<file path="config.mk">
export PLATFORM = sky130hd
export DESIGN_NAME = rbsi_cfg
export DESIGN_NICKNAME = d
export VERILOG_FILES = /design/src/sv/ray_box_slab_intersect_top_macros.svh /design/src/sv/rbsi_pkg.sv /design/src/sv/rbsi_cfg.sv
export SDC_FILE = /design/constraint.sdc
export NUM_CORES = 1
export LEC_CHECK = 0
export ABC_AREA = 1
export BUFFER_PORTS_ARGS = -buffer_cell sky130_fd_sc_hd__buf_2
export CORE_MARGIN = 4
export CORE_UTILIZATION = 40
export DETAILED_ROUTE_END_ITERATION = 7
export SETUP_SLACK_MARGIN = 0.05
export SYNTH_ARGS = -nofsm -noshare
export SYNTH_HDL_FRONTEND = slang
export SYNTH_SLANG_ARGS = --single-unit
export TNS_END_PERCENT = 30
</file>
<file path="constraint.sdc">
create_clock -name clk -period 1.6 [get_ports clk]
set_input_delay 0.32 -clock clk [delete_from_list [all_inputs] [get_ports clk]]
set_output_delay 0.32 -clock clk [all_outputs]
set_load 0.02 [all_outputs]
</file>
<file path="src/sv/ray_box_slab_intersect_top_macros.svh">
// ----------------------------------------------------------------------------
// Ray/box slab intersection: assertion macros
// Concurrent assertion wrappers on clk; only RBSI_ASSERT is disabled in reset.
// ----------------------------------------------------------------------------
`ifndef RAY_BOX_SLAB_INTERSECT_TOP_MACROS_SVH
`define RAY_BOX_SLAB_INTERSECT_TOP_MACROS_SVH
`ifndef ASSERT_OFF
`define RBSI_ASSERT(lbl, prop, msg) \
	lbl: assert property (@(posedge clk) disable iff (!arst_n) prop) else $error(msg);
`define RBSI_ASSERT_NR(lbl, prop, msg) \
	lbl: assert property (@(posedge clk) prop) else $error(msg);
`else
`define RBSI_ASSERT(lbl, prop, msg)
`define RBSI_ASSERT_NR(lbl, prop, msg)
`endif
`endif

</file>
<file path="src/sv/rbsi_pkg.sv">
// ----------------------------------------------------------------------------
// rbsi_pkg
// Shared types and constants of the ray/box slab intersection pipeline.
// ----------------------------------------------------------------------------
package rbsi_pkg;

	localparam int W       = 32;
	localparam int FRAC    = 16;
	localparam int ADDR_W  = 5;
	localparam int NUM_W   = W + 1 + FRAC;
	localparam int DIV_QW  = W + 1;
	localparam int DIV_STEP = 3;
	localparam int DIV_ST  = DIV_QW / DIV_STEP;
	localparam int DIV_LAT = DIV_ST + 1;
	localparam int ST_XY   = DIV_LAT + 1;
	localparam int ST_Z    = DIV_LAT + 2;
	localparam int ST_OUT  = DIV_LAT + 3;
	localparam int N_ST    = DIV_LAT + 4;
	localparam int T_W     = W + 2;

	typedef logic signed [T_W-1:0] tval_t;

	localparam tval_t T_NEG = -(tval_t'(1) <<< W);
	localparam tval_t T_POS = tval_t'(1) <<< W;

	typedef enum logic [2:0] {
		REG_MIN_X = 3'd0,
		REG_MIN_Y = 3'd1,
		REG_MIN_Z = 3'd2,
		REG_MAX_X = 3'd3,
		REG_MAX_Y = 3'd4,
		REG_MAX_Z = 3'd5
	} reg_idx_t;

	typedef struct packed {
		logic [2:0][W-1:0] lo;
		logic [2:0][W-1:0] hi;
	} box_cfg_t;

	typedef struct packed {
		logic [N_ST-1:0] en;
		logic [N_ST-1:0] vld;
	} pipe_ctrl_t;

endpackage

</file>
<file path="src/sv/rbsi_cfg.sv">
// ----------------------------------------------------------------------------
// rbsi_cfg
// APB register file holding the box corners.
// ----------------------------------------------------------------------------
module rbsi_cfg (
	input  logic                         clk,
	input  logic                         arst_n,
	input  logic                         psel,
	input  logic                         penable,
	input  logic                         pwrite,
	input  logic [rbsi_pkg::ADDR_W-1:0]  paddr,
	input  logic [rbsi_pkg::W-1:0]       pwdata,
	output logic [rbsi_pkg::W-1:0]       prdata,
	output logic                         pready,
	output rbsi_pkg::box_cfg_t           box
);

	rbsi_pkg::box_cfg_t box_q;
	logic [2:0] idx;
	logic wr;

	assign idx    = paddr[rbsi_pkg::ADDR_W-1:2];
	assign wr     = psel & penable & pwrite;
	assign pready = 1'b1;
	assign box    = box_q;

	always_ff @(posedge clk or negedge arst_n) begin
		if (!arst_n) begin
			box_q.lo <= '0;
			for (int i = 0; i < 3; i++) begin
				box_q.hi[i] <= rbsi_pkg::W'(1) << rbsi_pkg::FRAC;
			end
		end else if (wr) begin
			unique case (idx)
				rbsi_pkg::REG_MIN_X: box_q.lo[0] <= pwdata;
				rbsi_pkg::REG_MIN_Y: box_q.lo[1] <= pwdata;
				rbsi_pkg::REG_MIN_Z: box_q.lo[2] <= pwdata;
				rbsi_pkg::REG_MAX_X: box_q.hi[0] <= pwdata;
				rbsi_pkg::REG_MAX_Y: box_q.hi[1] <= pwdata;
				rbsi_pkg::REG_MAX_Z: box_q.hi[2] <= pwdata;
				default: ;
			endcase
		end
	end

	always_comb begin
		unique case (idx)
			rbsi_pkg::REG_MIN_X: prdata = box_q.lo[0];
			rbsi_pkg::REG_MIN_Y: prdata = box_q.lo[1];
			rbsi_pkg::REG_MIN_Z: prdata = box_q.lo[2];
			rbsi_pkg::REG_MAX_X: prdata = box_q.hi[0];
			rbsi_pkg::REG_MAX_Y: prdata = box_q.hi[1];
			rbsi_pkg::REG_MAX_Z: prdata = box_q.hi[2];
			default:             prdata = '0;
		endcase
	end

endmodule

</file>
==> impl_metrics.py <==
metrics = {
    "yosys": {
        "syn_inst": 1190,
        "syn-cell-area_um2": 9166,
        "syn_avg_cell_area_um2": 7.703,
        "synth_compound_area_share_pct": 11.74,
        "synthAdderAreaFrac_pct": 0,
        "synthMuxAreaShare_pct": 0,
        "syn_nets": 1232,
        "synth_top_family_by_area": "simple AND/OR/NAND/NOR gates",
        "synth-simple-area-share_pct": 28.64,
        "synth_seq_cells": 192,
        "netlist.area_leader.share_pct": 51.60,
        "synth-xor-area-share_pct": 0,
        "synth_top_cell_by_area": "dfrtp_1",
        "synth_seq_area_share_pct": 52.46,
        "synthTopCellsByArea": "dfrtp_1 52%, nand2_1 17%, o21ai_0 8.8%, nand4_1 5.1%, nand3_1 4.2%",
        "ys_warn_count": 0,
        "synth_cell_types": 20,
    },
    "floorplanning": {
        "die_area_um2": 25400,
        "die_w_um": 159.4,
        "ios": 267,
        "die_h_um": 159.4,
        "start_util_pct": 40.61,
        "core_um2": 22570,
        "rows": 55,
    },
    "outcome": {
        "outcome": "complete, but fails checks",
        "violations": "negative setup slack",
    },
    "routing": {
        "routed_wl_um": 34450,
        "drc": 0,
        "dr.pass1.iters": 5,
        "ant_nets": 0,
        "num_vias": 9480,
        "drt_iter0_markers": 678,
        "viasPerCell": 5.264,
        "wire_per_inst_um": 19.13,
    },
    "sta": {
        "setup_viol": 32,
        "skew_ns": 0,
        "hold_viol_final": 0,
        "drv_slew": 0,
        "finalCriticalPeriod_ns": 1.715,
        "fmaxAchievable_mhz": 583.2,
        "rsz0062_at_grt": "yes",
        "fin_crit_sh_pct": 107.2,
        "setup_ws_ns": -0.1147,
        "fin_tns_setup_ns": -1.708,
        "holdWs_ns": 0.1399,
    },
    "critical_path": {
        "criticalPathCategory": "reg2out",
        "crit_path_end_kind": "output port",
        "cp-start-kind": "flip-flop",
        "cp_max_fo": 2,
        "required_ns": 1.28,
        "arrival_ns": 1.39,
    },
    "clock_network": {
        "cts_buffers": 17,
        "clock_latency_ns": 0.44,
        "clockBufferDepth": 2,
        "tritoncts": "built",
        "root_buffer": "clkbuf_16",
        "clk_pin_slew_worst_paths_ns": 0.08,
        "cts.htree.levels": 4,
        "clock_sinks": 192,
    },
    "hold_path": {
        "hold_class": "in2reg",
    },
    "placed_design": {
        "gp_congestion": 0.8170,
        "dp_hpwl_um": 22990,
        "dp.cells": 1722,
        "port_buffers": 263,
    },
    "cells_and_area": {
        "final_common_cell": "nand2_1",
        "drive_gt1_share_pct": 33.71,
        "largest_register_ffs": 192,
        "layout_common_cells": "370 x nand2_1, 241 x buf_2, 189 x dfrtp_1, 160 x o21ai_0, 84 x buf_4",
        "diodes": 0,
        "fin_cells": 1801,
        "layout.nets": 1545,
        "area.growth.synth_to_final_pct": 40.42,
    },
    "power": {
        "power_frac_clock_pct": 26.7,
        "p_seq_share_pct": 41.8,
        "leakage_uw": 0.007038,
        "vdd.ir_drop.worst_uv": 771.5,
        "power_switching_uw": 5975,
        "power.share.switching_pct": 38.29,
        "p_int_uw": 9627,
        "p_comb_share_pct": 31.5,
        "power_density_nw_per_um2": 1212,
    },
    "run": {
        "maxCapViolCount": 0,
    },
    "global_route": {
        "grt_pass1_wl_um": 53670,
        "grt_overflow": 0,
        "grt_pass1_vias": 9215,
        "grt_use_total_pct": 26.52,
        "antenna_found_initial": 0,
        "grt_max_degree": 49,
    },
}
-- repair_timing --
action	in CTS	in global routing
pin swaps	33	34
hold buffers	1	0
cloned	2	1
setup buffers	26	17
endpoints found under the setup margin	32	33
endpoints found under the hold margin	35	0
gates resized for setup	50	46
-- worst max-delay path: stages (launching register included) --
cell and delay (ns):
dfstp_2 0.55, nand4_1 0.12, nand2_2 0.09, nor2_2 0.04, nand2_2 0.05, buf_6 0.11
-- power by group through the flow --
stage	registers [uW]	logic (uW)	clock network, uW
after global routing	6630	5320	4450
after CTS	6500	4770	4240
after detailed placement	6600	4480	0
final	6520	4920	4170
after floorplan	7630	1370	0
after global placement	6590	4420	0
-- through the flow --
| step | cell area, um^2 | setup WS (ns) | power [uW] | util [%] |
|---|---|---|---|---|
| 3_5_place_dp | 11580 | -0.1949 | 11080 | 51.31 |
| 3_3_place_gp | 11580 | -0.1928 | 11010 | 51.31 |
| 2_1_floorplan | 9255 | 0.02440 | 9008 | - |
| 5_1_grt | 12870 | -0.1870 | 16400 | 57.02 |
| 4_1_cts | 12580 | -0.1193 | 15510 | 55.73 |
| 6_report | 12870 | -0.1147 | 15600 | 57.02 |
-- Yosys cell counts --
master      n
nor2_2      1
o21ai_1    32
nand4_1    74
buf_1      17
nor2_1     59
clkinv_1    1
nand2_1   407
nor2_4      1
inv_1      66
buf_2      33
o21ai_0   161
nand3_2     1
conb_1      1
clkbuf_1   41
inv_2       3
a21oi_1    22
dfstp_2     3
buf_4       1
dfrtp_1   189
nand3_1    77
-- final timing paths --
| path | from | cells past startpoint | to | slack (ns) |
|---|---|---|---|---|
| min in group asynchronous | arst_n | 2 | box[140] | 0.39 |
| worst min register to register | box[191] | 2 | box[191] | 0.50 |
| max in group asynchronous | arst_n | 3 | box[80] | 0.54 |
| worst max register to register | box[80] | 3 | box[80] | 0.73 |
| worst min-delay path | pwdata[25] | 3 | box[89] | 0.14 |
| worst max-delay path | box[80] | 5 | prdata[16] | -0.11 |
-- cells by family (layout without fill, tap and decap cells) --
group,count (synthesis),in the layout
and+or+nand+nor,620,620
AOI/OAI and AO/OA,215,215
buffers and inverters,162,488
DFF,192,192
other,1,1
-- per-layer routing --
metal	up-vias	track usage (%)	routed length [um]
met3	49	5.384	2302
li1	4534	-	-
met4	0	8.639	714
met2	370	42.42	16290
met5	-	0	0
met1	4527	36.40	15140
-- final cells by class --
type | count | area (um^2)
fill | 2180 | 9701
timing repair buffer | 386 | 2885
clock inverter | 13 | 120.1
clock buffer | 19 | 442.9
sequential | 192 | 4808
tap | 285 | 356.6
multi-input combinational | 836 | 3988
inverter | 70 | 270.3
(Power assumes the default switching activity.)
