<file path="src/sv/ray_box_slab_intersect_top_macros.svh">
// ----------------------------------------------------------------------------
// Ray/box slab intersection: assertion macros
// Concurrent assertion wrappers on clk; only RBSI_ASSERT is disabled in reset.
// ----------------------------------------------------------------------------
`ifndef RAY_BOX_SLAB_INTERSECT_TOP_MACROS_SVH
`define RAY_BOX_SLAB_INTERSECT_TOP_MACROS_SVH
`ifndef ASSERT_OFF
`define RBSI_ASSERT(lbl, prop, msg) \
	lbl: assert property (@(posedge clk) disable iff (!arst_n) prop) else $error(msg);
`define RBSI_ASSERT_NR(lbl, prop, msg) \
	lbl: assert property (@(posedge clk) prop) else $error(msg);
`else
`define RBSI_ASSERT(lbl, prop, msg)
`define RBSI_ASSERT_NR(lbl, prop, msg)
`endif
`endif

</file>
<file path="src/sv/rbsi_pkg.sv">
// ----------------------------------------------------------------------------
// rbsi_pkg
// Shared types and constants of the ray/box slab intersection pipeline.
// ----------------------------------------------------------------------------
package rbsi_pkg;

	localparam int W       = 32;
	localparam int FRAC    = 16;
	localparam int ADDR_W  = 5;
	localparam int NUM_W   = W + 1 + FRAC;
	localparam int DIV_QW  = W + 1;
	localparam int DIV_STEP = 3;
	localparam int DIV_ST  = DIV_QW / DIV_STEP;
	localparam int DIV_LAT = DIV_ST + 1;
	localparam int ST_XY   = DIV_LAT + 1;
	localparam int ST_Z    = DIV_LAT + 2;
	localparam int ST_OUT  = DIV_LAT + 3;
	localparam int N_ST    = DIV_LAT + 4;
	localparam int T_W     = W + 2;

	typedef logic signed [T_W-1:0] tval_t;

	localparam tval_t T_NEG = -(tval_t'(1) <<< W);
	localparam tval_t T_POS = tval_t'(1) <<< W;

	typedef enum logic [2:0] {
		REG_MIN_X = 3'd0,
		REG_MIN_Y = 3'd1,
		REG_MIN_Z = 3'd2,
		REG_MAX_X = 3'd3,
		REG_MAX_Y = 3'd4,
		REG_MAX_Z = 3'd5
	} reg_idx_t;

	typedef struct packed {
		logic [2:0][W-1:0] lo;
		logic [2:0][W-1:0] hi;
	} box_cfg_t;

	typedef struct packed {
		logic [N_ST-1:0] en;
		logic [N_ST-1:0] vld;
	} pipe_ctrl_t;

endpackage

</file>
<file path="src/sv/rbsi_div.sv">
// ----------------------------------------------------------------------------
// rbsi_div
// Pipelined restoring divider, unsigned magnitudes, signed saturated result.
// ----------------------------------------------------------------------------
module rbsi_div (
	input  logic                              clk,
	input  logic [rbsi_pkg::DIV_LAT-1:0]      en,
	input  logic [rbsi_pkg::NUM_W-1:0]        num,
	input  logic [rbsi_pkg::W-1:0]            den,
	input  logic                              neg,
	output logic signed [rbsi_pkg::W-1:0]     quo
);

	localparam int W  = rbsi_pkg::W;
	localparam int QW = rbsi_pkg::DIV_QW;
	localparam int NS = rbsi_pkg::DIV_ST;

	typedef struct packed {
		logic [W-1:0]  rem;
		logic [QW-1:0] q;
		logic [QW-1:0] nlo;
		logic [W-1:0]  den;
		logic          neg;
		logic          ovf;
	} dstage_t;

	dstage_t st_s [NS];
	dstage_t init;
	logic signed [W-1:0] quo_s;

	always_comb begin
		init.rem = W'(num[rbsi_pkg::NUM_W-1:QW]);
		init.q   = '0;
		init.nlo = num[QW-1:0];
		init.den = den;
		init.neg = neg;
		init.ovf = W'(num[rbsi_pkg::NUM_W-1:QW]) >= den;
	end

	for (genvar j = 0; j < NS; j++) begin : g_st
		dstage_t cur, nx;
		if (j == 0) begin : g_first
			assign cur = init;
		end else begin : g_next
			assign cur = st_s[j-1];
		end

		always_comb begin
			logic [W:0] t;
			nx = cur;
			for (int b = 0; b < rbsi_pkg::DIV_STEP; b++) begin
				t = {nx.rem, nx.nlo[QW-1]};
				nx.nlo = nx.nlo << 1;
				if (t >= {1'b0, nx.den}) begin
					t = t - {1'b0, nx.den};
					nx.q = {nx.q[QW-2:0], 1'b1};
				end else begin
					nx.q = {nx.q[QW-2:0], 1'b0};
				end
				nx.rem = t[W-1:0];
			end
		end

		always_ff @(posedge clk) begin
			if (en[j]) begin
				st_s[j] <= nx;
			end
		end
	end

	always_ff @(posedge clk) begin
		if (en[NS]) begin
			if (st_s[NS-1].neg) begin
				if (st_s[NS-1].ovf || st_s[NS-1].q > (QW'(1) << (W - 1))) begin
					quo_s <= {1'b1, {(W-1){1'b0}}};
				end else begin
					quo_s <= -st_s[NS-1].q[W-1:0];
				end
			end else begin
				if (st_s[NS-1].ovf || st_s[NS-1].q > QW'({1'b0, {(W-1){1'b1}}})) begin
					quo_s <= {1'b0, {(W-1){1'b1}}};
				end else begin
					quo_s <= st_s[NS-1].q[W-1:0];
				end
			end
		end
	end

	assign quo = quo_s;

endmodule

</file>
<file path="config.mk">
export PLATFORM = sky130hd
export DESIGN_NAME = rbsi_div
export DESIGN_NICKNAME = d
export VERILOG_FILES = /design/src/sv/ray_box_slab_intersect_top_macros.svh /design/src/sv/rbsi_pkg.sv /design/src/sv/rbsi_div.sv
export SDC_FILE = /design/constraint.sdc
export NUM_CORES = 2
export LEC_CHECK = 0
export BUFFER_PORTS_ARGS = -buffer_cell sky130_fd_sc_hd__buf_4
export CORE_MARGIN = 1.5
export CORE_UTILIZATION = 49
export DETAILED_ROUTE_END_ITERATION = 8
export PLACE_DENSITY_LB_ADDON = 0.25
export SETUP_SLACK_MARGIN = 0.5
export SLEW_MARGIN = 20
export SYNTH_ARGS = -nofsm -noshare
export SYNTH_HDL_FRONTEND = slang
export SYNTH_SLANG_ARGS = --single-unit
</file>
<file path="constraint.sdc">
create_clock -name clk -period 28.6 [get_ports clk]
set_input_delay 1.43 -clock clk [delete_from_list [all_inputs] [get_ports clk]]
set_output_delay 1.43 -clock clk [all_outputs]
set_load 0.02 [all_outputs]
</file>
==> implementation parameters <==
Parameter                              Value

Timing
  Post-Route Setup TNS    0 ns
  Pin slew with the least headroom to its limit    1.082 ns
  Setup repair after global routing missed its margin    no
  Final setup fails    0
  Max Clock Skew    approximately 0.043 ns
  Max-slew violations    0
  Fraction of the cycle the final worst path needs    0.4110
  Final critical-path required period    11.75 ns
  Remaining max-slew budget at the tightest pin    0.2735
  Achievable clock frequency    between 80 and 90 MHz
  Number of hold-slack violations in the final timing report    0
  Setup slack after layout    16.85 ns

Run status
  Result of the run    completed

Routing
  Detailed-route via count    roughly 80000
  Number of nets with antenna violations after detailed routing    0
  Detailed-routing iteration count for the pre-antenna-repair pass    9
  WL/cell    22.40 µm
  Residual DRC count    0
  Total length of routed wires    288200 µm
  Post-detailed-route via-to-cell ratio    6.126
  Initial drt markers    between 7000 and 8000

Logic synthesis
  Main combinational cell family by area after synthesis    compound AO/OA/AOI/OAI gates
  Area share of and/or/nand/nor cells after synthesis    0.1289
  Post-synth EDFFs    1057
  Proportion of synthesized chip area in sequential cells    0.3343
  Syn avg cell area    9.345 µm²
  Summed instance area of the synthesized netlist    94950 µm²
  Arithmetic-cell share of the synthesized area counting full adders, half adders and majority gates    0.1463
  Share of synthesized area spent on multiplexers    0.06366
  Mapped Nets    11350
  Number of cells produced by synthesis    10160
  Xor/xnor share of the synthesized area    0.07840
  Complex-gate fraction of the synthesized area    0.2097
  Primary flip-flop cell chosen by synthesis mapping    edfxtp_1
  #FFs+latches synth    ~1100
  Share of synthesized registers carrying an async set or reset    0
  Yosys synthesis warning count    0
  Netlist cell types    99

CTS
  Max clock buf depth    3
  Latest clock arrival within the worst-skew pair    0.79 ns
  Gates resized, CTS repair    0
  TritonCTS clock tree    built
  Total number of clock tree sinks    1057
  Clock slew seen by the registers of the worst setup and hold paths    about 0.060 ns
  # hold bufs at CTS    0
  H-tree Lvls    3
  Library cell used as clock root buffer    clkbuf_16
  Number of buffers added by the clock tree synthesis step    120
  Number of buffers inserted by post-CTS setup repair    0

Die
  Floorplan row count    between 150 and 200
  Height of the die    443.2 µm
  Die outline width    ~440 µm
  Placeable Area    192600 µm²
  Top-level port count    between 100 and 150
  Initial Util    0.4931
  Die area    196400 µm²

GRT
  Initial antenna violation count    12
  Largest net degree at the start of global routing    71
  GRT Util Overall    0.2831
  Vias in the first global route    74110
  First-pass GRT wire length    436800 µm
  Overflow left after global routing    0

Worst setup path
  Minimum setup slack among reg-to-reg paths    around 17 ns
  Category of the worst setup path capture point    flop
  Worst path max stage delay    0.66 ns
  Worst-path cell with the longest stage delay    o41a_2
  Launching instance or port of the critical path    st_s[2][3]
  Type of element launching the critical path    flop
  Critical R2R Launch    st_s[2][3]
  Start-to-end type of the worst setup path    flop to flop
  Worst path top cell family by delay    compound AO/OA/AOI/OAI gates
  Worst-path fanout max    between 50 and 60
  Required @ worst endpoint    29.13 ns
  RR Endpoint    st_s[3][102]
  Buffer and inverter count on the worst path    4
  Data arrival time of the worst path    12.28 ns
  Logic depth of the worst register-to-register path    37

Run
  Maximum capacitance violations    0

Min path
  Min-delay worst type    flop to flop
  Beginning of the worst hold path    st_s[9][72]
  Worst hold path stage count    0
  Hold-critical path endpoint    st_s[10][75]

Final layout
  Fraction of final layout cells with drive strength greater than 1    0.07901
  Post-route non-filler standard cell count    between 10000 and 15000
  Synthesis-to-finish area growth    8.261%
  Total Nets Final    11420
  Filler Cell Count    17460
  Fin util    0.5338

Placement
  Number of cells in the design after placement    12640
  Routability Congestion    0.9898
  HPWL after detailed placement    233400 µm
  Placement Setup Slack    16.58 ns
  Port Buf Inserts    126
-- cell type report --
| class | instances | area (µm²) | area share |
|---|---|---|---|
| well taps | 2526 | 3161 | 0.03074 |
| clock inverters | 96 | 1064 | 0.01035 |
| repair buffers | 179 | 1364 | 0.01327 |
| diodes | 3 | 7.507 | 0.00007303 |
| inverters | 731 | 2746 | 0.02672 |
| flip-flops and latches | 1057 | 31740 | 0.3088 |
| multi-input cells | 8145 | 59660 | 0.5804 |
| clock buffers | 133 | 3052 | 0.02969 |
-- cells in the mapped netlist (87+ instances only) --
master    count  area [µm²]
o21bai_1    140        1051
a31oi_1     110       688.2
o21a_1      136        1021
nand4_1     164        1026
ha_1       1059       13250
nand3_1     184       920.9
edfxtp_1   1057       31740
nor2_1      652        2447
xor2_1      277        2426
mux2_2      302        3401
clkbuf_1    169       634.4
a211oi_1     87       653.1
inv_1       722        2710
a21o_1      520        3904
nand2_1     709        2661
o21ai_0     631        3158
nand2b_1    163        1020
xnor2_1     573        5019
nor3_1      175       875.8
a21oi_1     960        4805
nor2b_1     134       838.3
mux2_1      135        1520
-- worst max-delay path by stage --
stage / end / slack, ns / cells after the start
floorplan: st_s[0][111] / 18.88 / 41
global placement: st_s[0][98] / 16.66 / 39
detailed placement: st_s[0][98] / 16.58 / 38
CTS: st_s[3][102] / 17.09 / 37
global route: st_s[3][102] / 16.02 / 37
finish: st_s[3][102] / 16.85 / 37
-- kinds of logic (layout without fill, tap and decap cells) --
group / after synthesis / count (layout)
other cells: 0 / 3
flops: 1057 / 1057
compound gates: 3127 / 3127
simple gates: 2538 / 2538
xor+xnor: 850 / 850
mux: 539 / 539
buf+inv: 959 / 1139
fa+ha+maj: 1091 / 1091
-- layer usage --
metal / share of wire / vias to the layer above / global-route usage
met3: 0.066 / 376 / 0.03759
met4: 0.031 / 2 / 0.08258
li1: - / 38010 / -
met5: 0.000062 / - / 0
met2: 0.45 / 2596 / 0.4495
met1: 0.46 / 37860 / 0.4016
-- state kept, by name, indices dropped and copies added, names as in the netlist --
| register | flops |
|---|---|
| st_s | 1025 |
| quo | 32 |
-- stage by stage --
step / instance area [µm²] / hold slack [ns]
3_3_place_gp: 98640 / 0.4005
6_report: 102800 / 0.4020
4_1_cts: 102800 / 0.3862
5_1_grt: 102800 / 0.4054
3_5_place_dp: 98670 / 0.4045
2_1_floorplan: 94950 / 0.4003
-- worst reg2reg max path, delay by kind of cell, from the launching register on --
| family | cells | cell delay, ns |
|---|---|---|
| flops | 1 | 0.44 |
| simple gates | 5 | 0.83 |
| mux | 2 | 0.90 |
| compound gates | 23 | 7.30 |
| fa+ha+maj | 3 | 1.00 |
| buf+inv | 4 | 1.02 |
-- placed cells by master (no fill, tap or decap), types with 39 or more instances in the layout --
| cell | netlist | layout |
|---|---|---|
| o211ai_1 | 54 | 54 |
| o21bai_1 | 140 | 140 |
| mux2_2 | 302 | 302 |
| and2_1 | 39 | 39 |
| nand2_1 | 709 | 709 |
| o21ai_0 | 631 | 631 |
| edfxtp_1 | 1057 | 1057 |
| a21o_1 | 520 | 520 |
| and3_1 | 80 | 80 |
| buf_4 | 4 | 178 |
| mux2i_1 | 83 | 83 |
| o21a_1 | 136 | 136 |
| clkbuf_16 | 0 | 120 |
| a211oi_1 | 87 | 87 |
| xor2_1 | 277 | 277 |
| nand3_1 | 184 | 183 |
| ha_1 | 1059 | 1059 |
| a21oi_1 | 960 | 958 |
| or3_1 | 60 | 60 |
| nand4_1 | 164 | 164 |
| xnor2_1 | 573 | 573 |
| o31ai_1 | 40 | 40 |
| a31oi_1 | 110 | 109 |
| nor3_1 | 175 | 175 |
| nor2_1 | 652 | 652 |
| nand2b_1 | 163 | 163 |
| or2_2 | 39 | 39 |
| nor2b_1 | 134 | 134 |
| inv_1 | 722 | 722 |
| mux2_1 | 135 | 135 |
Power is not shown: default switching activity piles up to over one toggle a cycle in this logic, so the estimate is an artifact.
