File: config.mk
export PLATFORM = sky130hd
export DESIGN_NAME = rbsi_ctrl
export DESIGN_NICKNAME = d
export VERILOG_FILES = /design/src/sv/ray_box_slab_intersect_top_macros.svh /design/src/sv/rbsi_pkg.sv /design/src/sv/rbsi_ctrl.sv
export SDC_FILE = /design/constraint.sdc
export NUM_CORES = 1
export LEC_CHECK = 0
export BUFFER_PORTS_ARGS = -buffer_cell sky130_fd_sc_hd__buf_2
export CORE_MARGIN = 3
export CORE_UTILIZATION = 48
export CTS_BUF_LIST = sky130_fd_sc_hd__clkbuf_4 sky130_fd_sc_hd__clkbuf_8
export DETAILED_ROUTE_END_ITERATION = 6
export GPL_ROUTABILITY_DRIVEN = 0
export PLACE_DENSITY = 0.85
export SETUP_SLACK_MARGIN = 0.5
export SYNTH_ARGS = -nofsm -noshare
export SYNTH_HDL_FRONTEND = slang
export SYNTH_SLANG_ARGS = --single-unit
File: constraint.sdc
create_clock -name clk -period 3.2 [get_ports clk]
set_input_delay 0.16 -clock clk [delete_from_list [all_inputs] [get_ports clk]]
set_output_delay 0.16 -clock clk [all_outputs]
set_load 0.1 [all_outputs]
File: src/sv/ray_box_slab_intersect_top_macros.svh
// ----------------------------------------------------------------------------
// Ray/box slab intersection: assertion macros
// Concurrent assertion wrappers on clk; only RBSI_ASSERT is disabled in reset.
// ----------------------------------------------------------------------------
`ifndef RAY_BOX_SLAB_INTERSECT_TOP_MACROS_SVH
`define RAY_BOX_SLAB_INTERSECT_TOP_MACROS_SVH
`ifndef ASSERT_OFF
`define RBSI_ASSERT(lbl, prop, msg) \
	lbl: assert property (@(posedge clk) disable iff (!arst_n) prop) else $error(msg);
`define RBSI_ASSERT_NR(lbl, prop, msg) \
	lbl: assert property (@(posedge clk) prop) else $error(msg);
`else
`define RBSI_ASSERT(lbl, prop, msg)
`define RBSI_ASSERT_NR(lbl, prop, msg)
`endif
`endif

File: src/sv/rbsi_pkg.sv
// ----------------------------------------------------------------------------
// rbsi_pkg
// Shared types and constants of the ray/box slab intersection pipeline.
// ----------------------------------------------------------------------------
package rbsi_pkg;

	localparam int W       = 32;
	localparam int FRAC    = 16;
	localparam int ADDR_W  = 5;
	localparam int NUM_W   = W + 1 + FRAC;
	localparam int DIV_QW  = W + 1;
	localparam int DIV_STEP = 3;
	localparam int DIV_ST  = DIV_QW / DIV_STEP;
	localparam int DIV_LAT = DIV_ST + 1;
	localparam int ST_XY   = DIV_LAT + 1;
	localparam int ST_Z    = DIV_LAT + 2;
	localparam int ST_OUT  = DIV_LAT + 3;
	localparam int N_ST    = DIV_LAT + 4;
	localparam int T_W     = W + 2;

	typedef logic signed [T_W-1:0] tval_t;

	localparam tval_t T_NEG = -(tval_t'(1) <<< W);
	localparam tval_t T_POS = tval_t'(1) <<< W;

	typedef enum logic [2:0] {
		REG_MIN_X = 3'd0,
		REG_MIN_Y = 3'd1,
		REG_MIN_Z = 3'd2,
		REG_MAX_X = 3'd3,
		REG_MAX_Y = 3'd4,
		REG_MAX_Z = 3'd5
	} reg_idx_t;

	typedef struct packed {
		logic [2:0][W-1:0] lo;
		logic [2:0][W-1:0] hi;
	} box_cfg_t;

	typedef struct packed {
		logic [N_ST-1:0] en;
		logic [N_ST-1:0] vld;
	} pipe_ctrl_t;

endpackage

File: src/sv/rbsi_ctrl.sv
// ----------------------------------------------------------------------------
// rbsi_ctrl
// Valid bits and per-stage load enables; empty stages fill under a stall.
// ----------------------------------------------------------------------------
module rbsi_ctrl (
	input  logic                 clk,
	input  logic                 arst_n,
	input  logic                 in_valid,
	output logic                 in_ready,
	input  logic                 out_ready,
	output rbsi_pkg::pipe_ctrl_t ctl
);

	localparam int N = rbsi_pkg::N_ST;

	logic [N-1:0] vld_q;
	logic [N-1:0] rdy;

	always_comb begin
		rdy[N-1] = ~vld_q[N-1] | out_ready;
		for (int k = N - 2; k >= 0; k--) begin
			rdy[k] = ~vld_q[k] | rdy[k+1];
		end
	end

	always_ff @(posedge clk or negedge arst_n) begin
		if (!arst_n) begin
			vld_q <= '0;
		end else begin
			if (rdy[0]) begin
				vld_q[0] <= in_valid;
			end
			for (int k = 1; k < N; k++) begin
				if (rdy[k]) begin
					vld_q[k] <= vld_q[k-1];
				end
			end
		end
	end

	assign in_ready = rdy[0];
	assign ctl.en   = rdy;
	assign ctl.vld  = vld_q;

endmodule

==> results of run 1 <==
-- final timing paths --
kind	from	end	slack, ps	cells after the start
worst max register to register	vld_q[15]$_DFFE_PN0P_	vld_q[7]$_DFFE_PN0P_	1720	3
worst min-delay path	in_valid	vld_q[0]$_DFFE_PN0P_	70	2
max in group asynchronous	arst_n	vld_q[13]$_DFFE_PN0P_	2610	2
min in group asynchronous	arst_n	vld_q[15]$_DFFE_PN0P_	300	2
worst max-delay path	vld_q[10]$_DFFE_PN0P_	ctl[16]	1070	4
worst min register to register	vld_q[11]$_DFFE_PN0P_	vld_q[12]$_DFFE_PN0P_	500	1
-- worst max-delay path, delay by kind of cell, from the launching register on --
family | cells | cell delay (ps)
buf+inv | 1 | 330
flops | 1 | 490
simple gates | 3 | 850
-- cell families (layout without fill, tap and decap cells) --
group	after synthesis	count (layout)	share of synthesized area, %
flip-flops	16	16	57.9
buffers and inverters	6	45	3.98
AO/OA/AOI/OAI	9	9	11.0
AND/OR/NAND/NOR	28	28	27.1
-- cell usage in the layout, fill, tap and decap left out --
cell type,n
a41o_1,2
dfrtp_2,10
a31o_2,3
buf_2,36
nor4_4,1
dlygate4sd3_1,1
clkbuf_4,4
nand2_1,7
nand4b_4,1
nor3_2,1
dfrtp_4,3
or2_2,4
nor3_1,1
nand2b_1,4
inv_1,4
nand3_1,3
nand4_1,4
dfrtp_1,3
a21o_1,4
nand3b_1,1
nor2_1,1
-- synthesized netlist by cell type --
library cell   n
nand4b_4       1
nor3_2         1
nor4_4         1
nand2_1        7
nand3b_1       1
dfrtp_1       16
buf_2          1
a41o_1         2
a31o_2         3
nand2b_1       4
nor3_1         1
buf_4          1
inv_1          4
a21o_1         4
nand4_1        4
nand3_1        3
or2_2          4
nor2_1         1
-- final cells by class --
cell class / count / area, sq um / area share, %
Tap cell: 15 / 18.8 / 1.99
Clock buffer: 4 / 30.0 / 3.19
Timing Repair Buffer: 37 / 190 / 20.2
Inverter: 4 / 15.0 / 1.59
Multi-Input combinational cell: 37 / 264 / 28.0
Sequential cell: 16 / 424 / 45.0
-- repair_timing --
| action | 4_1_cts | 5_1_grt |
|---|---|---|
| hold buffers | 1 | 0 |
| buffers inserted | 0 | 0 |
| endpoints found under the hold margin | 16 | 0 |
| endpoints found under the setup margin | 0 | 0 |
-- layer usage --
metal	routed length, um	GRT usage (%)
met5	0	0
met4	23	13.3
met3	130	6.22
met2	873	33.1
met1	684	23.3
-- stage by stage --
step           utilization (%)  std cells
5_1_grt                   70.6        113
6_report                  70.6        113
2_1_floorplan                -         59
3_3_place_gp              67.6        108
3_5_place_dp              67.6        108
4_1_cts                   70.6        113
-- power by group through the flow --
stage,Combinational (mW),Sequential (mW),Clock [mW]
6_report,0.431,0.267,0.119
5_1_grt,0.446,0.272,0.129
4_1_cts,0.433,0.266,0.121
3_5_place_dp,0.431,0.270,0
3_3_place_gp,0.428,0.267,0
2_1_floorplan,0.199,0.441,0
==> metrics.md, run 1 <==
| Metric | Value |
|---|---|
| Setup ws final | 1070 ps |
| Clock Power Share | 14.6% |
| Row cnt | 13 |
| Run status | completed |
| Vias in the first global route | 575 |
| Worst-margin pin slew | 626 ps |
| Clk pin slew, worst setup/hold paths | 90 ps |
| Sequential share of power | 32.7% |
| Die Ht | 44.0 um |
| I/O Buffers | 36 |
| Post-DP HPWL | 1250 um |
| Skew final | 3.28 ps |
| Drt wl/cell | 15.1 um |
| Seq/Total Area, Yosys | 57.9% |
| MaxCap Viol Count | 0 |
| GRT overflow | 0 |
| Cells after Synth | 59 |
| Peak Freq | 470 MHz |
| RSZ-0062 raised after global routing | false |
| CP max stage cell | dfrtp_2 |
| Antenna violations before repair | 0 |
| Via count | 628 |
| Synth warn | 0 |
| Routed wire length | 1710 um |
| Top-level I/O count | 37 |
| Post-cts resize count | 0 |
| Area grow syn2layout | 36.2% |
| Switching part of the total | 57.3% |
| Netlist cell types | 18 |
| Placed inst area | 902 sq um |
| Peak supply drop | 427 uV |
| Worst Path Arrival | 1970 ps |
| Max-slew violation count | 0 |
| Setup CP Type | register to output port |
| Starting density of the core | 51.9% |
| Layout cells sized above 1 | 64.3% |
| Setup Viol. Count Final | 0 |
| Synth Register Bits | 16 |
| Longest Clk Path Bufs | 2 |
| Pin count of the biggest net entering global routing | 17 |
| Core area | 1330 sq um |
| Gr usage total | 20.5% |
| Most frequent CP cell | nand4_1 |
| Worst-Skew Late Latency | 290 ps |
| Share of the synthesized area in the top cell type | 57.9% |
| Root Driver | clkbuf_4 |
| Hold_ws | 73.2 ps |
| Period utilisation layout | 66.5% |
| Critical Path Max Stage Delay | 490 ps |
| Fin Setup TNS | 0 ps |
| Leading area contributor after synthesis | dfrtp_1 |
| H-tree levels | 1 |
| Crit-path max FO | 12 |
| Cell-internal power | 349 uW |
| Largest regs | vld_q: 16 flops |
| Final #Nets | 103 |
| Crit path required time | 3040 ps |
| PwrDens | 866 nW/um^2 |
| Hold crit path type | input port to register |
| Crit end category | output port |
| Post-place setup slack | 1400 ps |
| Syn Area/Cell | 11.7 sq um |
| CP cell instances | nand4_1 > nor4_4 > nand4_1 > buf_2 |
| Area of the mapped netlist | 692 sq um |
| Rel. slew slack | 58.0% |
| DRC viols | 0 |
| Tmin final | 2130 ps |
| Static leakage | 0.421 nW |
| Critical path startpoint category | register |
| First-pass GRT wire length | 2790 um |
| Logic pwr share | 52.8% |
| Clock sink count | 16 |
| Max reg flops | 16 |
| P_sw | 467 uW |
| Dominant cells by area after synthesis | dfrtp_1, a21o_1, nand2_1 |
| DRT antenna net count | 0 |
| Diode count | 0 |
| Drt pass-1 iters | 4 |
| Detailed Route Iter0 Violations | 15 |
| Vias per Instance | 5.56 |
| Post-synth net total | 63 |
| Die Width | 44.0 um |
| CTS tree | done |
| Num CTS Buffers | 3 |
| Total power | 816 uW |
| Die ar. | 1930 sq um |
| Largest Register | vld_q |
| Post-route cell area | 942 sq um |
| Fill count | 106 |
| Hold Fails Final Rpt | 0 |
Note: power is estimated with default switching activity, not from simulation.
==> inputs of run 2 (changes only) <==
CORE_UTILIZATION = 40   (was 48)
PLACE_DENSITY = 0.75   (was 0.85)
clock period = 1.9 ns   (was 3.2 ns; I/O delays follow)
==> metrics.md, run 2 <==
| Metric | Value |
|---|---|
| Top-level I/O count | 37 (unchanged) |
| Cells after Synth | 59 (unchanged) |
| Stop stage | global routing (5_1_grt) |
| Compound-Gate Fraction of Synth Area | 11.0% (unchanged) |
| Main synth FF type | dfrtp_1 (unchanged) |
| I/O Buffers | 36 (unchanged) |
| Synth Register Bits | 16 (unchanged) |
| Netlist cell types | 18 (unchanged) |
| Dominant cells by area after synthesis | dfrtp_1, a21o_1, nand2_1 (unchanged) |
| Error msg | [ERROR DPL-0038] Utilization greater than 100%, impossible to legalize |
| Post-synth EDFFs | 0 (unchanged) |
| Post-Synth XOR/XNOR Area | 0% (unchanged) |
| Clock sink count | 16 (unchanged) |
| Most common library cells after synthesis | dfrtp_1, nand2_1 (unchanged) |
| Syn Area/Cell | 11.7 sq um (unchanged) |
| Run status | did not finish (was completed) |
| Num CTS Buffers | 3 (unchanged) |
| Placed inst area | 958 sq um (was 902 sq um) |
| Starting density of the core | 44.4% (was 51.9%) |
| Post-place setup slack | 243 ps (was 1400 ps) |
| Grt repair worst endpoint | in_ready |
| Share of the synthesized area in the top cell type | 57.9% (unchanged) |
| Leading area contributor after synthesis | dfrtp_1 (unchanged) |
| Die Width | 47.6 um (was 44.0 um) |
| Longest Clk Path Bufs | 2 (unchanged) |
| Adder-Cell Fraction of Synth Area | 0% (unchanged) |
| Main combinational cell family by area after synthesis | simple AND/OR/NAND/NOR gates (unchanged) |
| Pin count of the biggest net entering global routing | 17 |
| Die Ht | 47.6 um (was 44.0 um) |
| Seq/Total Area, Yosys | 57.9% (unchanged) |
| Portion of netlist area occupied by mux cells | 0% (unchanged) |
| Ys async rst share | 100% (unchanged) |
| H-tree levels | 1 (unchanged) |
| Root Driver | clkbuf_4 (unchanged) |
| Area of the mapped netlist | 692 sq um (unchanged) |
| Worst endpoint type | primary output |
| Dominant cell by count in the synthesized netlist | dfrtp_1 (unchanged) |
| Simple-Gate Fraction of Synth Area | 27.1% (unchanged) |
| Post-synth net total | 63 (unchanged) |
| Post-DP HPWL | 1140 um (was 1250 um) |
| Synth warn | 0 (unchanged) |
| Row cnt | 14 (was 13) |
-- run 2: logic make-up after synthesis --
logic type             after synthesis
and+or+nand+nor                     28
DFF                                 16
buffers and inverters                6
AOI/OAI and AO/OA                    9
-- run 2: through the flow --
step,setup TNS [ps],std cells
global placement,0,111
CTS,0,140
floorplan,-7030,59
detailed placement,0,111
-- run 2: repair_timing --
item	4_1_cts
buffers inserted	23
resized for setup	59
hold buffers	2
endpoints found under the hold margin	17
gates cloned	0
endpoints found under the setup margin	20
pin swaps	9
==> inputs of run 3 (changes only) <==
CORE_AREA = 3 3 64 66   (was unset)
CORE_MARGIN = unset   (was 3)
CORE_UTILIZATION = unset   (was 40)
CTS_BUF_LIST = unset   (was sky130_fd_sc_hd__clkbuf_4 sky130_fd_sc_hd__clkbuf_8)
DIE_AREA = 0 0 67 69   (was unset)
PLACE_DENSITY = unset   (was 0.75)
PLACE_DENSITY_LB_ADDON = 0.15   (was unset)
SETUP_SLACK_MARGIN = unset   (was 0.5)
clock period = 2.5 ns   (was 1.9 ns; I/O delays follow)
==> metrics.md, run 3 (same netlist as run 1, synthesis figures left out) <==
| Metric | Value |
|---|---|
| Top-level I/O count | 37 (unchanged) |
| Num CTS Buffers | 3 (unchanged) |
| Max reg flops | 16 |
| Drt wl/cell | 11.6 um |
| Worst Path Arrival | 1890 ps |
| Run status | completed (was did not finish) |
| Largest Register | vld_q |
| Most frequent cells in the layout | buf_2, dfrtp_2, nand2_1 |
| Gr usage total | 8.12% |
| Worst-margin pin slew | 489 ps |
| Peak supply drop | 465 uV |
| Tmin final | 2010 ps |
| Setup Viol. Count Final | 0 |
| Placed cell count | 142 (was 111) |
| Static leakage | 0.430 nW |
| Die ar. | 4620 sq um |
| Crit path required time | 2380 ps |
| Layout cells sized above 1 | 64.6% |
| Routed wire length | 1700 um |
| Hold_ws | 71.6 ps |
| DRC viols | 0 |
| Core Util, Final | 27.8% |
| Critical path startpoint category | register |
| Root Driver | clkbuf_8 (was clkbuf_4) |
| Final #Nets | 104 |
| GRT overflow | 0 |
| Rel. slew slack | 67.6% |
| RSZ-0062 raised after global routing | false |
| MaxCap Viol Count | 0 |
| Post-DP HPWL | 1330 um (was 1140 um) |
| Vias in the first global route | 604 |
| Vias per Instance | 4.01 |
| First-pass GRT wire length | 2860 um |
| CTS tree | done |
| Crit end category | output port |
| Non-Filler Instances | 147 |
| Diode count | 0 |
| Commonest non-fill, non-tap cell in the layout | buf_2 |
| Area grow syn2layout | 46.1% |
| H-tree levels | 1 (unchanged) |
| Longest Clk Path Bufs | 2 (unchanged) |
| PwrDens | 1080 nW/um^2 |
| Period utilisation layout | 80.4% |
| Crit-path max FO | 12 |
| Starting density of the core | 19.0% (was 44.4%) |
| Worst-Skew Late Latency | 240 ps |
| Total power | 1.09 mW |
| Drt pass-1 iters | 3 |
| Post-CTS setup buffer count | 0 (was 23) |
| Max-slew violation count | 0 |
| Detailed Route Iter0 Violations | 12 |
| Clock sink count | 16 (unchanged) |
| Hold crit path type | input port to register |
| Row cnt | 22 (was 14) |
| DRT antenna net count | 0 |
| Pin count of the biggest net entering global routing | 17 |
| Clk pin slew, worst setup/hold paths | 60 ps |
| Largest regs | vld_q: 16 flops |
| Fin Setup TNS | 0 ps |
| Die Width | 67 um (was 47.6 um) |
| Core area | 3630 sq um |
| I/O Buffers | 36 (unchanged) |
| Peak Freq | 497 MHz |
| Die Ht | 69 um (was 47.6 um) |
| Via count | 589 |
| Hold Fails Final Rpt | 0 |
| Skew final | 4.51 ps |
| Setup CP Type | register to output port |
| Antenna violations before repair | 0 |
-- run 3: final timing paths --
path,startpoint,endpoint,slack (ps),cells past startpoint
setup / recovery,vld_q[10]$_DFFE_PN0P_,in_ready,490,4
hold / removal,in_valid,vld_q[0]$_DFFE_PN0P_,70,2
setup reg to reg,vld_q[10]$_DFFE_PN0P_,vld_q[0]$_DFFE_PN0P_,1090,3
hold reg to reg,vld_q[11]$_DFFE_PN0P_,vld_q[12]$_DFFE_PN0P_,480,1
max in group asynchronous,arst_n,vld_q[14]$_DFFE_PN0P_,1870,2
min in group asynchronous,arst_n,vld_q[15]$_DFFE_PN0P_,330,2
-- run 3: where the power goes --
group          total [mW]  leakage (nW)  internal [mW]  switching, mW
sequential          0.340         0.168          0.300         0.0401
combinational       0.554         0.240         0.0768          0.477
clock               0.195        0.0228          0.113         0.0824
total                1.09         0.430          0.489          0.600
-- run 3: repair_timing --
| item | CTS | global route |
|---|---|---|
| hold endpoints to repair | 16 | 0 |
| endpoints found under the setup margin | 0 | 0 |
| hold buffers | 1 | 0 |
| gates resized for setup | 0 | 0 |
-- run 3: layout make-up --
cell class | count | area (sq um)
well taps | 48 | 60.1
clock buffers | 4 | 45.0
fillers | 422 | 2620
inverters | 4 | 15.0
flip-flops and latches | 16 | 424
repair buffers | 38 | 198
multi-input cells | 37 | 269
-- run 3: critical path: stages, from the launching register on --
cell	delay (ps)
dfrtp_2	460
nand4_1	170
nor4_4	500
nand4_1	190
buf_2	330
-- run 3: per-layer routing --
layer  track usage [%]  vias to the layer above  share of wire, %
li1                  -                      287                 -
met1              10.2                      273                43
met2              12.2                       27                47
met3              3.58                        2               8.9
met4              2.70                        0               1.0
met5                 0                        -                 0
-- run 3: stage by stage --
step | instance area, sq um | worst slack [ps]
floorplan | 728 | -746
global placement | 956 | 778
detailed placement | 956 | 713
CTS | 1010 | 431
global route | 1010 | 311
finish | 1010 | 489
